## config.mk

```make
export PLATFORM = sky130hd
export DESIGN_NAME = rgb888_to_rgb16_palette_convert
export DESIGN_NICKNAME = d
export VERILOG_FILES = /design/src/rtl/rgb16_pkg.sv /design/src/rtl/rgb16_seq.sv /design/src/rtl/rgb16_scale.sv /design/src/rtl/rgb16_pack.sv /design/src/rtl/rgb888_to_rgb16_palette_convert.sv
export SDC_FILE = /design/constraint.sdc
export NUM_CORES = 1
export LEC_CHECK = 0
export ABC_AREA = 1
export BUFFER_PORTS_ARGS = -buffer_cell sky130_fd_sc_hd__buf_4
export CAP_MARGIN = 20
export CORE_ASPECT_RATIO = 0.6
export CORE_MARGIN = 2
export CORE_UTILIZATION = 45
export CTS_CLUSTER_DIAMETER = 60
export DETAILED_ROUTE_END_ITERATION = 10
export GPL_ROUTABILITY_DRIVEN = 0
export HOLD_SLACK_MARGIN = 0.06
export REMOVE_ABC_BUFFERS = 1
export SETUP_SLACK_MARGIN = 0.3
export SLEW_MARGIN = 20
export SYNTH_ARGS = -nofsm -noshare
export SYNTH_HDL_FRONTEND = slang
export SYNTH_SLANG_ARGS = --single-unit
export TNS_END_PERCENT = 5
```

## constraint.sdc

```tcl
create_clock -name clock -period 6.04 [get_ports clock]
set_input_delay 0.604 -clock clock [delete_from_list [all_inputs] [get_ports clock]]
set_output_delay 0.604 -clock clock [all_outputs]
set_load 0.01 [all_outputs]
```

## src/rtl/rgb16_pkg.sv

```systemverilog
package rgb16_pkg;

   // Conversion modes, as held in the mode register
   typedef enum logic [1:0] {
      MODE_PLAIN = 2'd0,
      MODE_TINT  = 2'd1,
      MODE_GRAY  = 2'd2,
      MODE_RAMP  = 2'd3
   } mode_type;

   // Pixel layouts
   localparam logic FMT_RGB565 = 1'b0;
   localparam logic FMT_RGB555 = 1'b1;

   // Register indexes (byte address / 4)
   localparam logic [2:0] REG_FORMAT  = 3'd0;
   localparam logic [2:0] REG_MODE    = 3'd1;
   localparam logic [2:0] REG_TINT_R  = 3'd2;
   localparam logic [2:0] REG_TINT_G  = 3'd3;
   localparam logic [2:0] REG_TINT_B  = 3'd4;

   localparam int unsigned CSR_ADDR_W = 5;
   localparam int unsigned CSR_DATA_W = 32;

   // Ramp level carrier: holds levels up to 64
   localparam int unsigned LVL_W = 7;

   // Luma weights and the reciprocal used for the /100
   localparam logic [14:0] GRAY_KR    = 15'd30;
   localparam logic [14:0] GRAY_KG    = 15'd59;
   localparam logic [14:0] GRAY_KB    = 15'd11;
   localparam logic [12:0] GRAY_RECIP = 13'd5243;
   localparam int unsigned GRAY_SHIFT = 19;

   // Input beat
   typedef struct packed {
      logic [7:0] red;
      logic [7:0] green;
      logic [7:0] blue;
      logic       final_color;
   } req_type;

   // Result beat
   typedef struct packed {
      logic [15:0] pixel16;
      logic [5:0]  level;
      logic        run_end;
      logic        palette_end;
   } rsp_type;

   // One conversion job from the sequencer
   typedef struct packed {
      logic [7:0]       red;
      logic [7:0]       green;
      logic [7:0]       blue;
      mode_type         mode;
      logic             fmt;
      logic [LVL_W-1:0] lvl;
      logic             run_end;
      logic             palette_end;
   } job_type;

   // Channel products after the first stage
   typedef struct packed {
      logic [15:0] prod_r;
      logic [15:0] prod_g;
      logic [15:0] prod_b;
      logic [14:0] gray_sum;
      mode_type    mode;
      logic        fmt;
      logic [5:0]  level;
      logic        run_end;
      logic        palette_end;
   } prod_type;

   // Pack three 8-bit channels into the selected 16-bit layout
   function automatic logic [15:0] pack16(input logic fmt, input logic [7:0] r,
                                          input logic [7:0] g, input logic [7:0] b);
      logic [15:0] pix;
      if (fmt == FMT_RGB555) begin
         pix = {1'b0, r[7:3], g[7:3], b[7:3]};
      end else begin
         pix = {r[7:3], g[7:2], b[7:3]};
      end
      return pix;
   endfunction

endpackage

```

## src/rtl/rgb16_seq.sv

```systemverilog
module rgb16_seq #(
   parameter int unsigned RAMP_LEVELS = 32
) (
   input  logic              clock,
   input  logic              reset,
   input  logic              req_valid,
   output logic              req_ready,
   input  rgb16_pkg::req_type req_payload,
   input  rgb16_pkg::mode_type cfg_mode,
   input  logic              cfg_fmt,
   output logic              job_valid,
   input  logic              job_ready,
   output rgb16_pkg::job_type job
);
   import rgb16_pkg::*;

   localparam logic [LVL_W-1:0] RAMP_TOP = LVL_W'(RAMP_LEVELS);

   logic             valid_ff, valid_in;
   req_type          color_ff, color_in;
   logic             ramp_ff, ramp_in;
   logic             fmt_ff, fmt_in;
   mode_type         mode_ff, mode_in;
   logic [LVL_W-1:0] lvl_ff, lvl_in;
   logic             is_last;
   logic             req_fire;
   logic             job_fire;

   // Last job of the held color: single job, or ramp at level one
   assign is_last   = !ramp_ff || (lvl_ff == LVL_W'(1));
   assign job_valid = valid_ff;
   assign job_fire  = valid_ff && job_ready;
   assign req_ready = !valid_ff || (job_ready && is_last);
   assign req_fire  = req_valid && req_ready;

   // Job fields
   always_comb begin
      job.red         = color_ff.red;
      job.green       = color_ff.green;
      job.blue        = color_ff.blue;
      job.mode        = mode_ff;
      job.fmt         = fmt_ff;
      job.lvl         = ramp_ff ? lvl_ff : RAMP_TOP;
      job.run_end     = is_last;
      job.palette_end = is_last && color_ff.final_color;
   end

   // Load a new color or step the ramp down one level
   always_comb begin
      valid_in = valid_ff;
      color_in = color_ff;
      ramp_in  = ramp_ff;
      fmt_in   = fmt_ff;
      mode_in  = mode_ff;
      lvl_in   = lvl_ff;
      if (req_fire) begin
         valid_in = 1'b1;
         color_in = req_payload;
         ramp_in  = (cfg_mode == MODE_RAMP);
         fmt_in   = cfg_fmt;
         mode_in  = cfg_mode;
         lvl_in   = RAMP_TOP;
      end else if (job_fire) begin
         if (is_last) begin
            valid_in = 1'b0;
         end else begin
            lvl_in = lvl_ff - LVL_W'(1);
         end
      end
   end

   always_ff @(posedge clock) begin
      if (reset) begin
         valid_ff <= 1'b0;
      end else begin
         valid_ff <= valid_in;
      end
      color_ff <= color_in;
      ramp_ff  <= ramp_in;
      fmt_ff   <= fmt_in;
      mode_ff  <= mode_in;
      lvl_ff   <= lvl_in;
   end

endmodule

```

## src/rtl/rgb16_scale.sv

```systemverilog
module rgb16_scale (
   input  logic               clock,
   input  logic               reset,
   input  logic               job_valid,
   output logic               job_ready,
   input  rgb16_pkg::job_type job,
   input  logic [7:0]         tint_r,
   input  logic [7:0]         tint_g,
   input  logic [7:0]         tint_b,
   output logic               prod_valid,
   input  logic               prod_ready,
   output rgb16_pkg::prod_type prod
);
   import rgb16_pkg::*;

   logic       prod_valid_ff, prod_valid_in;
   prod_type   prod_ff, prod_in;
   logic [7:0] fac_r, fac_g, fac_b;

   assign job_ready  = !prod_valid_ff || prod_ready;
   assign prod_valid = prod_valid_ff;
   assign prod       = prod_ff;

   // Per-channel factor: tint, ramp level, or unity
   always_comb begin
      case (job.mode)
         MODE_TINT: begin
            fac_r = tint_r;
            fac_g = tint_g;
            fac_b = tint_b;
         end
         MODE_RAMP: begin
            fac_r = 8'(job.lvl);
            fac_g = 8'(job.lvl);
            fac_b = 8'(job.lvl);
         end
         default: begin
            fac_r = 8'd1;
            fac_g = 8'd1;
            fac_b = 8'd1;
         end
      endcase
   end

   // Products and luma sum
   always_comb begin
      prod_in             = prod_ff;
      prod_valid_in       = prod_valid_ff;
      if (job_ready) begin
         prod_valid_in        = job_valid;
         prod_in.prod_r       = 16'(job.red) * 16'(fac_r);
         prod_in.prod_g       = 16'(job.green) * 16'(fac_g);
         prod_in.prod_b       = 16'(job.blue) * 16'(fac_b);
         prod_in.gray_sum     = 15'(job.red) * GRAY_KR + 15'(job.green) * GRAY_KG
                              + 15'(job.blue) * GRAY_KB;
         prod_in.mode         = job.mode;
         prod_in.fmt          = job.fmt;
         prod_in.level        = job.lvl[5:0];
         prod_in.run_end      = job.run_end;
         prod_in.palette_end  = job.palette_end;
      end
   end

   always_ff @(posedge clock) begin
      if (reset) begin
         prod_valid_ff <= 1'b0;
      end else begin
         prod_valid_ff <= prod_valid_in;
      end
      prod_ff <= prod_in;
   end

endmodule

```

## src/rtl/rgb16_pack.sv

```systemverilog
module rgb16_pack #(
   parameter int unsigned RAMP_LEVELS = 32
) (
   input  logic                clock,
   input  logic                reset,
   input  logic                prod_valid,
   output logic                prod_ready,
   input  rgb16_pkg::prod_type prod,
   output logic                rsp_valid,
   input  logic                rsp_ready,
   output rgb16_pkg::rsp_type  rsp_payload
);
   import rgb16_pkg::*;

   // x / RAMP_LEVELS as (x * RAMP_RECIP) >> RAMP_SHIFT, exact for x < 2^14
   localparam int unsigned RAMP_SHIFT = 20;
   localparam int unsigned RECIP_W    = RAMP_SHIFT + 1;
   localparam int unsigned RPROD_W    = RECIP_W + 14;
   localparam logic [RECIP_W-1:0] RAMP_RECIP =
      RECIP_W'(((2 ** RAMP_SHIFT) + RAMP_LEVELS - 1) / RAMP_LEVELS);

   logic               rsp_valid_ff, rsp_valid_in;
   rsp_type            rsp_ff, rsp_in;
   logic [RPROD_W-1:0] rp_r, rp_g, rp_b;
   logic [27:0]        gray_prod;
   logic [7:0]         ch_r, ch_g, ch_b;

   // x / 255 for x < 65280, where the quotient fits in 8 bits
   function automatic logic [7:0] div255(input logic [15:0] x);
      logic [16:0] s;
      s = 17'(x) + 17'(x[15:8]) + 17'd1;
      return s[15:8];
   endfunction

   assign prod_ready  = !rsp_valid_ff || rsp_ready;
   assign rsp_valid   = rsp_valid_ff;
   assign rsp_payload = rsp_ff;

   // Reciprocal products
   assign rp_r      = RPROD_W'(prod.prod_r[13:0]) * RPROD_W'(RAMP_RECIP);
   assign rp_g      = RPROD_W'(prod.prod_g[13:0]) * RPROD_W'(RAMP_RECIP);
   assign rp_b      = RPROD_W'(prod.prod_b[13:0]) * RPROD_W'(RAMP_RECIP);
   assign gray_prod = 28'(prod.gray_sum) * 28'(GRAY_RECIP);

   // Final channel values
   always_comb begin
      case (prod.mode)
         MODE_TINT: begin
            ch_r = div255(prod.prod_r);
            ch_g = div255(prod.prod_g);
            ch_b = div255(prod.prod_b);
         end
         MODE_GRAY: begin
            ch_r = gray_prod[GRAY_SHIFT +: 8];
            ch_g = gray_prod[GRAY_SHIFT +: 8];
            ch_b = gray_prod[GRAY_SHIFT +: 8];
         end
         MODE_RAMP: begin
            ch_r = rp_r[RAMP_SHIFT +: 8];
            ch_g = rp_g[RAMP_SHIFT +: 8];
            ch_b = rp_b[RAMP_SHIFT +: 8];
         end
         default: begin
            ch_r = prod.prod_r[7:0];
            ch_g = prod.prod_g[7:0];
            ch_b = prod.prod_b[7:0];
         end
      endcase
   end

   // Result register
   always_comb begin
      rsp_in       = rsp_ff;
      rsp_valid_in = rsp_valid_ff;
      if (prod_ready) begin
         rsp_valid_in       = prod_valid;
         rsp_in.pixel16     = pack16(prod.fmt, ch_r, ch_g, ch_b);
         rsp_in.level       = prod.level;
         rsp_in.run_end     = prod.run_end;
         rsp_in.palette_end = prod.palette_end;
      end
   end

   always_ff @(posedge clock) begin
      if (reset) begin
         rsp_valid_ff <= 1'b0;
      end else begin
         rsp_valid_ff <= rsp_valid_in;
      end
      rsp_ff <= rsp_in;
   end

endmodule

```

## src/rtl/rgb888_to_rgb16_palette_convert.sv

```systemverilog
// Converts 8-bit-per-channel palette colors to packed RGB565 or RGB555 pixels.
// Plain, tint and gray modes give one result beat per input beat and sustain
// one color per clock while rsp_ready stays high; ramp mode gives RAMP_LEVELS
// beats per color (levels descending, last one flagged run_end), paced by the
// sequencer's level counter that issues one level per cycle unless the output
// stalls. A result passes the sequencer, product and result registers.
// Configuration registers (byte address 4*index): format, mode, tint red,
// tint green, tint blue; write them only while no beats are in flight.
module rgb888_to_rgb16_palette_convert #(
   parameter int unsigned RAMP_LEVELS = 32
) (
   input  logic                                  clock,
   input  logic                                  reset,
   input  logic                                  req_valid,
   output logic                                  req_ready,
   input  rgb16_pkg::req_type                    req_payload,
   output logic                                  rsp_valid,
   input  logic                                  rsp_ready,
   output rgb16_pkg::rsp_type                    rsp_payload,
   input  logic                                  csr_psel,
   input  logic                                  csr_penable,
   input  logic                                  csr_pwrite,
   input  logic [rgb16_pkg::CSR_ADDR_W-1:0]      csr_paddr,
   input  logic [rgb16_pkg::CSR_DATA_W-1:0]      csr_pwdata,
   output logic [rgb16_pkg::CSR_DATA_W-1:0]      csr_prdata,
   output logic                                  csr_pready
);
   import rgb16_pkg::*;

   logic       fmt_ff, fmt_in;
   mode_type   mode_ff, mode_in;
   logic [7:0] tint_r_ff, tint_r_in;
   logic [7:0] tint_g_ff, tint_g_in;
   logic [7:0] tint_b_ff, tint_b_in;
   logic       csr_wr;
   logic [2:0] csr_idx;

   logic       job_valid, job_ready;
   job_type    job;
   logic       prod_valid, prod_ready;
   prod_type   prod;

   // Register port
   assign csr_pready = 1'b1;
   assign csr_wr     = csr_psel && csr_penable && csr_pwrite;
   assign csr_idx    = csr_paddr[4:2];

   always_comb begin
      fmt_in    = fmt_ff;
      mode_in   = mode_ff;
      tint_r_in = tint_r_ff;
      tint_g_in = tint_g_ff;
      tint_b_in = tint_b_ff;
      if (csr_wr) begin
         case (csr_idx)
            REG_FORMAT: fmt_in    = csr_pwdata[0];
            REG_MODE:   mode_in   = mode_type'(csr_pwdata[1:0]);
            REG_TINT_R: tint_r_in = csr_pwdata[7:0];
            REG_TINT_G: tint_g_in = csr_pwdata[7:0];
            REG_TINT_B: tint_b_in = csr_pwdata[7:0];
            default: ;
         endcase
      end
   end

   always_comb begin
      case (csr_idx)
         REG_FORMAT: csr_prdata = CSR_DATA_W'(fmt_ff);
         REG_MODE:   csr_prdata = CSR_DATA_W'(mode_ff);
         REG_TINT_R: csr_prdata = CSR_DATA_W'(tint_r_ff);
         REG_TINT_G: csr_prdata = CSR_DATA_W'(tint_g_ff);
         REG_TINT_B: csr_prdata = CSR_DATA_W'(tint_b_ff);
         default:    csr_prdata = '0;
      endcase
   end

   always_ff @(posedge clock) begin
      if (reset) begin
         fmt_ff    <= FMT_RGB565;
         mode_ff   <= MODE_PLAIN;
         tint_r_ff <= 8'd255;
         tint_g_ff <= 8'd255;
         tint_b_ff <= 8'd255;
      end else begin
         fmt_ff    <= fmt_in;
         mode_ff   <= mode_in;
         tint_r_ff <= tint_r_in;
         tint_g_ff <= tint_g_in;
         tint_b_ff <= tint_b_in;
      end
   end

   // Datapath
   rgb16_seq #(.RAMP_LEVELS(RAMP_LEVELS)) u_seq (
      .clock       (clock),
      .reset       (reset),
      .req_valid   (req_valid),
      .req_ready   (req_ready),
      .req_payload (req_payload),
      .cfg_mode    (mode_ff),
      .cfg_fmt     (fmt_ff),
      .job_valid   (job_valid),
      .job_ready   (job_ready),
      .job         (job)
   );

   rgb16_scale u_scale (
      .clock      (clock),
      .reset      (reset),
      .job_valid  (job_valid),
      .job_ready  (job_ready),
      .job        (job),
      .tint_r     (tint_r_ff),
      .tint_g     (tint_g_ff),
      .tint_b     (tint_b_ff),
      .prod_valid (prod_valid),
      .prod_ready (prod_ready),
      .prod       (prod)
   );

   rgb16_pack #(.RAMP_LEVELS(RAMP_LEVELS)) u_pack (
      .clock       (clock),
      .reset       (reset),
      .prod_valid  (prod_valid),
      .prod_ready  (prod_ready),
      .prod        (prod),
      .rsp_valid   (rsp_valid),
      .rsp_ready   (rsp_ready),
      .rsp_payload (rsp_payload)
   );

   // Checks
   a_pal_end_on_run_end: assert property (@(posedge clock) disable iff (reset)
      rsp_valid && rsp_payload.palette_end |-> rsp_payload.run_end)
      else $error("palette_end without run_end");

   a_no_accept_mid_run: assert property (@(posedge clock) disable iff (reset)
      job_valid && !job.run_end |-> !req_ready)
      else $error("input taken while a ramp run is still issuing");

   a_idle_after_reset: assert property (@(posedge clock)
      reset |=> !rsp_valid && !job_valid)
      else $error("beat pending right after reset");

endmodule

```

# After elaboration in Yosys (flattened, before gate mapping)
# Index checks and enable logic that the tools add are counted.
[totals]
output_inout_bits = 59
inputBits = 69
wordCells = 94
regBits = 164
[classes]
n_addsub = 9
reduce_logical = 24
n_eq_ne = 11
mul = 7
n_bitwise = 1
muxes = 12
[op_table]
columns = ["op", "n"]
rows = [
  ["8-bit case mux with 3 select lines", 3],
  ["16-bit by 1-bit adder with 16-bit output (second input constant)", 3],
  ["16-bit by 8-bit adder with 16-bit output", 3],
  ["8-bit by 8-bit multiplier with 16-bit output", 3],
  ["8-bit case mux with 2 select lines", 3],
  ["8-bit case mux with 5 select lines", 1],
  ["15-bit by 13-bit multiplier with 27-bit output (second input constant)", 1],
  ["8-bit by 4-bit multiplier with 12-bit output (second input constant)", 2],
  ["13-bit by 14-bit adder with 15-bit output", 1],
  ["15-bit by 12-bit adder with 15-bit output", 1],
  ["15-bit two-way mux", 1],
  ["8-bit by 6-bit multiplier with 14-bit output (second input constant)", 1],
  ["2-bit AND reduction", 7],
  ["2-bit == test (second input constant)", 4],
  ["7-bit by 1-bit == test with 1-bit output (second input constant)", 1],
  ["7-bit two-way mux", 1],
  ["7-bit by 1-bit subtractor with 7-bit output (second input constant)", 1],
  ["3-bit by 2-bit == test with 1-bit output (second input constant)", 2],
  ["1-bit logical AND", 6],
  ["2-bit by 1-bit == test with 1-bit output (second input constant)", 2],
  ["1-bit zero test", 4],
  ["1-bit logical OR", 4],
  ["2-bit nonzero test", 2],
  ["3-bit by 1-bit == test with 1-bit output (second input constant)", 1],
  ["other kinds (4)", 6],
]

# Longest topological paths before layout
[logic_depth]
ltp_word = 8
mapped_depth = 25
mapped_depth_nobuf = 24

# By module
# Synthesis repeated with hierarchy kept, for this count alone.
[hier_totals]
hier_cells = 2810
hier_area_um2 = 22263.9
[modules_own_cells]
columns = ["mod", "seq_area_each_um2", "cells_each", "instances", "area_each_um2"]
rows = [
  ["rgb16_scale", 2242.2, 1547, 1, 12570.8],
  ["rgb16_pack", 740.7, 903, 1, 6603.8],
  ["rgb16_seq", 1031.0, 149, 1, 1667.8],
  ["rgb888_to_rgb16_palette_convert", 540.5, 211, 1, 1421.4],
]

# Worst setup path after synthesis
# OpenSTA, ideal clock, no wires.
[synth_path]
path_kind = "reg2reg"
start = "register u_seq.color_ff, in the netlist u_seq.job[32]"
end = "register u_scale.prod_ff, in the netlist u_scale.prod[23], data pin"
setup_ps = 265
required_time_ps = 5775
n_path_buf = 1
arrival_ps = 5055
path_stages_with_launch = 26
synth_period_minus_slack_ps = 5320
path_slack_ps = 720
cell_sequence = "edfxtp_1 > clkbuf_1 > inv_1 > fa_1 > fa_1 > inv_1 > ha_1 > nand2_1 > o21ai_0 > nand2_1 > nand2_1 > nand2_1 > nand2_1 > xor2_1 > inv_1 > ha_1 > inv_1 > fa_1 > fa_1 > inv_1 > ha_1 > a21oi_1 > o21ai_0 > a31oi_1 > o21ai_0 > xor2_1"
[synth_between]
elab_chain_len = 3
[synth_rtl]
columns = ["item", "line_no", "source"]
rows = [
  ["from (decl)", "rgb16_seq.sv:20", "req_type color_ff, color_in;"],
  ["from (signal assigned)", "rgb16_seq.sv:78", "color_ff <= color_in;"],
  ["8-bit by 4-bit multiplier with 12-bit output", "rgb16_scale.sv:54", "prod_in.gray_sum = 15'(job.red) * GRAY_KR + 15'(job.green) * GRAY_KG"],
  ["13-bit by 14-bit adder with 15-bit output", "rgb16_scale.sv:54", ""],
  ["15-bit by 12-bit adder with 15-bit output", "rgb16_scale.sv:55", "+ 15'(job.blue) * GRAY_KB;"],
  ["to (signal assigned)", "rgb16_scale.sv:70", "prod_ff <= prod_in;"],
  ["to (decl)", "rgb16_scale.sv:17", "prod_type prod_ff, prod_in;"],
]
# Every way passes these cells.
# A chain may end at the register's enable or synchronous reset.

# Worst setup path in the final report
[layout_path]
start = "register u_seq.color_ff, in the netlist u_seq.job[29]"
end = "register u_scale.prod_ff, in the netlist u_scale.prod[22], data pin"
# Same word-level chain as after synthesis.

==> summary.md <==
| Metric | Value |
|---|---|
| Status | `completed` |
| Critical path's slowest cell | `fa_1` |
| CP Buf/Inv Count | `3` |
| Hold Path Depth | `1` |
| Distinct cells, synth | `44` |
| Multi-input gate area | `13,750 um^2` |
| # diodes | `0` |
| Tmin final | `5.587 ns` |
| Ratio of cells with drive above 1 in the final layout | `7.215%` |
| Area post-placement | `22,090 um^2` |
| CP arrival | `5.79 ns` |
| Seq/Total Area, Yosys | `21.98%` |
| Clk slew on worst S/H paths | `0.08 ns` |
| Crit path launch type | `register` |
| Syn_area_per_cell | `8.470 um^2` |
| CP peak stage delay | `0.58 ns` |
| Total CTS buffers | `17` |
| Fin area | `22,770 um^2` |
| Yosys reg bits | `164` |
| H-tree depth | `4` |
| Max Clock Skew | `0.01494 ns` |
| Synth area leaders | `fa_1 (23%), edfxtp_1 (18%), ha_1 (18%), inv_1 (11%), nand2_1 (8.9%)` |
| Initial antenna violation count | `2` |
| WL final | `53.43 mm` |
| Number of synthesized flops with an enable pin | `127` |
| Async SR Flop Fraction | `0%` |
| GRT Overall Usage | `23.23%` |
| Chip width | `281.0 um` |
| DRT Pass-1 Iters | `6` |
| Combinational family with the most area after synthesis | `adder cells` |
| Post-Layout Cell Count | `3,184` |
| Max Fclk | `179.0 MHz` |
| Ys flop type | `edfxtp_1` |
| DIE AREA | `47,830 um^2` |
| Final nets | `3,152` |
| DRC errors left | `0` |
| Mapped Area | `20,720 um^2` |
| CP Max Fanout | `5` |
| Hold WC Path Type | `in2reg` |
| Initial Utilization | `45.92%` |
| CTS tree | `built` |
| Grt ovf | `0` |
| Final Setup Violations | `0` |
| Compound-Gate Fraction of Synth Area | `5.520%` |
| Cells after DPL | `3,150` |
| Slew @ Worst Pin | `1.057 ns` |
| Synth Area in Adders | `40.82%` |
| Crit path max-delay family | `adder cells` |
| Core ar. | `45,120 um^2` |
| Root buf cell | `clkbuf_16` |
| Skew-Pair Late Insertion Delay | `0.47 ns` |
| Max Cap Viol | `0` |
| Post-synthesis mux area share | `0%` |
| Worst slew margin | `29.56%` |
| Final count of hold timing violations | `0` |
| Fill cells | `4,253` |
| Crit share post-route | `92.51%` |
| Critical setup path kind | `reg2reg` |
| Vias post-DR | `16.00k` |
| PortBufs | `76` |
| Reg area | `4554 um^2` |
| Vias/cell | `5.026` |
| Average routed wire per standard cell | `16.78 um` |
| Post-DRT Antenna Nets | `0` |
| Vert. Die Dim | `170.2 um` |
| Clock tree buffer depth | `2` |
| Io pins | `128` |
| Iter 0 DRT Violations | `1,569` |
| Cells after synthesis | `2,446` |
| Sinks on Clock Net | `164` |
| Worst reg2reg path depth | `15` |
| Num rows | `60` |
| Setup_tns | `0 ns` |
| Util after Layout | `50.46%` |
| Worst EP required | `6.24 ns` |
| Vias in the first global route | `15.55k` |
| Top cell type by total area after synthesis | `fa_1` |
| Max-slew violations | `0` |
| First-pass GRT wire length | `85.27 mm` |
| Ys Warns | `0` |
| Synth Area in Simple Gates | `16.92%` |
| P&R area growth vs syn | `9.892%` |
| Critical path cell sequence | `fa_1, fa_1, inv_1, fa_2, inv_1, fa_1, fa_1, fa_1, ha_1, a21o_1, a31oi_2, inv_1, a21oi_1, o21ai_0, xor2_1` |
| RSZ-0062 raised after global routing | `true` |
| Post-DP HPWL | `45.60 mm` |
| Most frequent CP cell | `fa_1` |
| Stages on worst setup path | `15` |
| Synth top area share | `23.19%` |
| Synth Area in XOR/XNOR | `2.452%` |
| CP endpoint kind | `register` |
| Largest net degree at the start of global routing | `44` |
repair_timing:
item	in CTS	in global routing
buffers inserted	0	2
resized for setup	0	18
endpoints found under the setup margin	0	12
hold endpoints to repair	0	0
hold buffers	0	0
placed cells by master (no fill, tap or decap), drive strengths merged, types with 4 or more instances in the layout:
master	instances
nand3	113
o21bai	7
dfxtp	37
nand3b	5
a31oi	5
buf	105
or2	8
edfxtp	127
nor3	16
clkinv	8
inv	612
clkbuf	17
nand4	26
xnor2	26
nor2	167
o211ai	6
o21ai	59
conb	25
fa	240
nand2	499
xor2	32
ha	292
a21oi	109
o2111ai	12
a21o	4
cells in the mapped netlist (2+ instances only):
cell type    n
nand4_1     26
buf_4       25
inv_1      598
o21ai_0     43
xor2_1      32
o21ai_2      4
dfxtp_1     37
edfxtp_1   127
xnor2_1     26
o2111ai_1   12
nand3_2      5
or2_2        6
o21ai_1     12
a31oi_1      5
nor2_2       4
ha_1       292
nand2_1    491
nand2_2      8
buf_2        6
nor2_1     161
a21oi_1    109
inv_2        5
nor3_1      13
nand3b_1     5
o21bai_1     7
buf_1        4
clkinv_1     3
fa_1       240
nand3_1    108
a21o_1       4
o211ai_1     6
or2_1        2
nor2_4       2
clkbuf_1     6
conb_1       2
nor3_2       2
final cells by class:
cell class / instances / area share [%]
clock buffer: 17 / 1.868
clock inverter: 15 / 0.8683
timing repair buffer: 105 / 3.462
sequential: 164 / 20.00
inverter: 606 / 10.01
tap: 620 / 3.407
multi-input combinational: 1657 / 60.38
per-layer routing:
metal	share of wire [%]	GRT usage, %	up-vias
li1	-	-	7777
met3	8.0	5.066	31
met4	0.70	3.860	0
met5	0	0	-
met2	38	29.84	513
met1	54	38.81	7681
worst register-to-register path: stages (launching register included):
cell,delay [ns]
edfxtp_1,0.54
fa_1,0.59
fa_1,0.55
inv_1,0.08
fa_2,0.56
inv_1,0.07
fa_1,0.49
fa_1,0.57
fa_1,0.42
ha_1,0.36
a21o_1,0.21
a31oi_2,0.25
inv_1,0.11
a21oi_1,0.22
o21ai_0,0.15
xor2_1,0.17
flip-flops by register name, summed over array words and instances (netlist names):
register / cells
u_seq.mode_ff: 2
u_seq.job: 24
u_scale.prod_valid: 1
u_seq.ramp_ff: 1
tint_b_ff: 8
u_seq.color_ff: 1
u_scale.prod: 74
u_seq.fmt_ff: 1
u_pack.rsp_valid: 1
tint_r_ff: 8
u_seq.job_valid: 1
tint_g_ff: 8
u_seq.lvl_ff: 7
mode_ff: 2
fmt_ff: 1
u_pack.rsp_payload: 24
cells by family after synthesis:
logic type,Yosys count
other,2
flip-flops,164
XOR/XNOR,58
buffers and inverters,648
AO/OA/AOI/OAI,205
adder cells (fa/ha/maj),532
AND/OR/NAND/NOR,837
stage by stage:
step	setup WS [ns]	hold slack [ns]
after floorplan	0.7424	0.4003
after global placement	0.3760	0.4028
after detailed placement	0.3475	0.4080
after CTS	0.3152	0.2892
after global routing	0.2303	0.2926
final	0.4527	0.3104
final timing paths:
kind,start,endpoint,slack [ns]
hold reg to reg,u_scale.prod[0]$_DFFE_PN_,u_pack.rsp_payload[0]$_DFFE_PP_,0.42
setup / recovery,u_seq.job[29]$_DFFE_PP_,u_scale.prod[22]$_DFFE_PN_,0.45
setup reg to reg,u_seq.job[29]$_DFFE_PP_,u_scale.prod[22]$_DFFE_PN_,0.45
hold / removal,req_payload[14],u_seq.job[25]$_DFFE_PP_,0.31
Power is left out: the tool's default activity adds up to more than one toggle a clock period on the data nets, which glitch-free logic cannot reach.
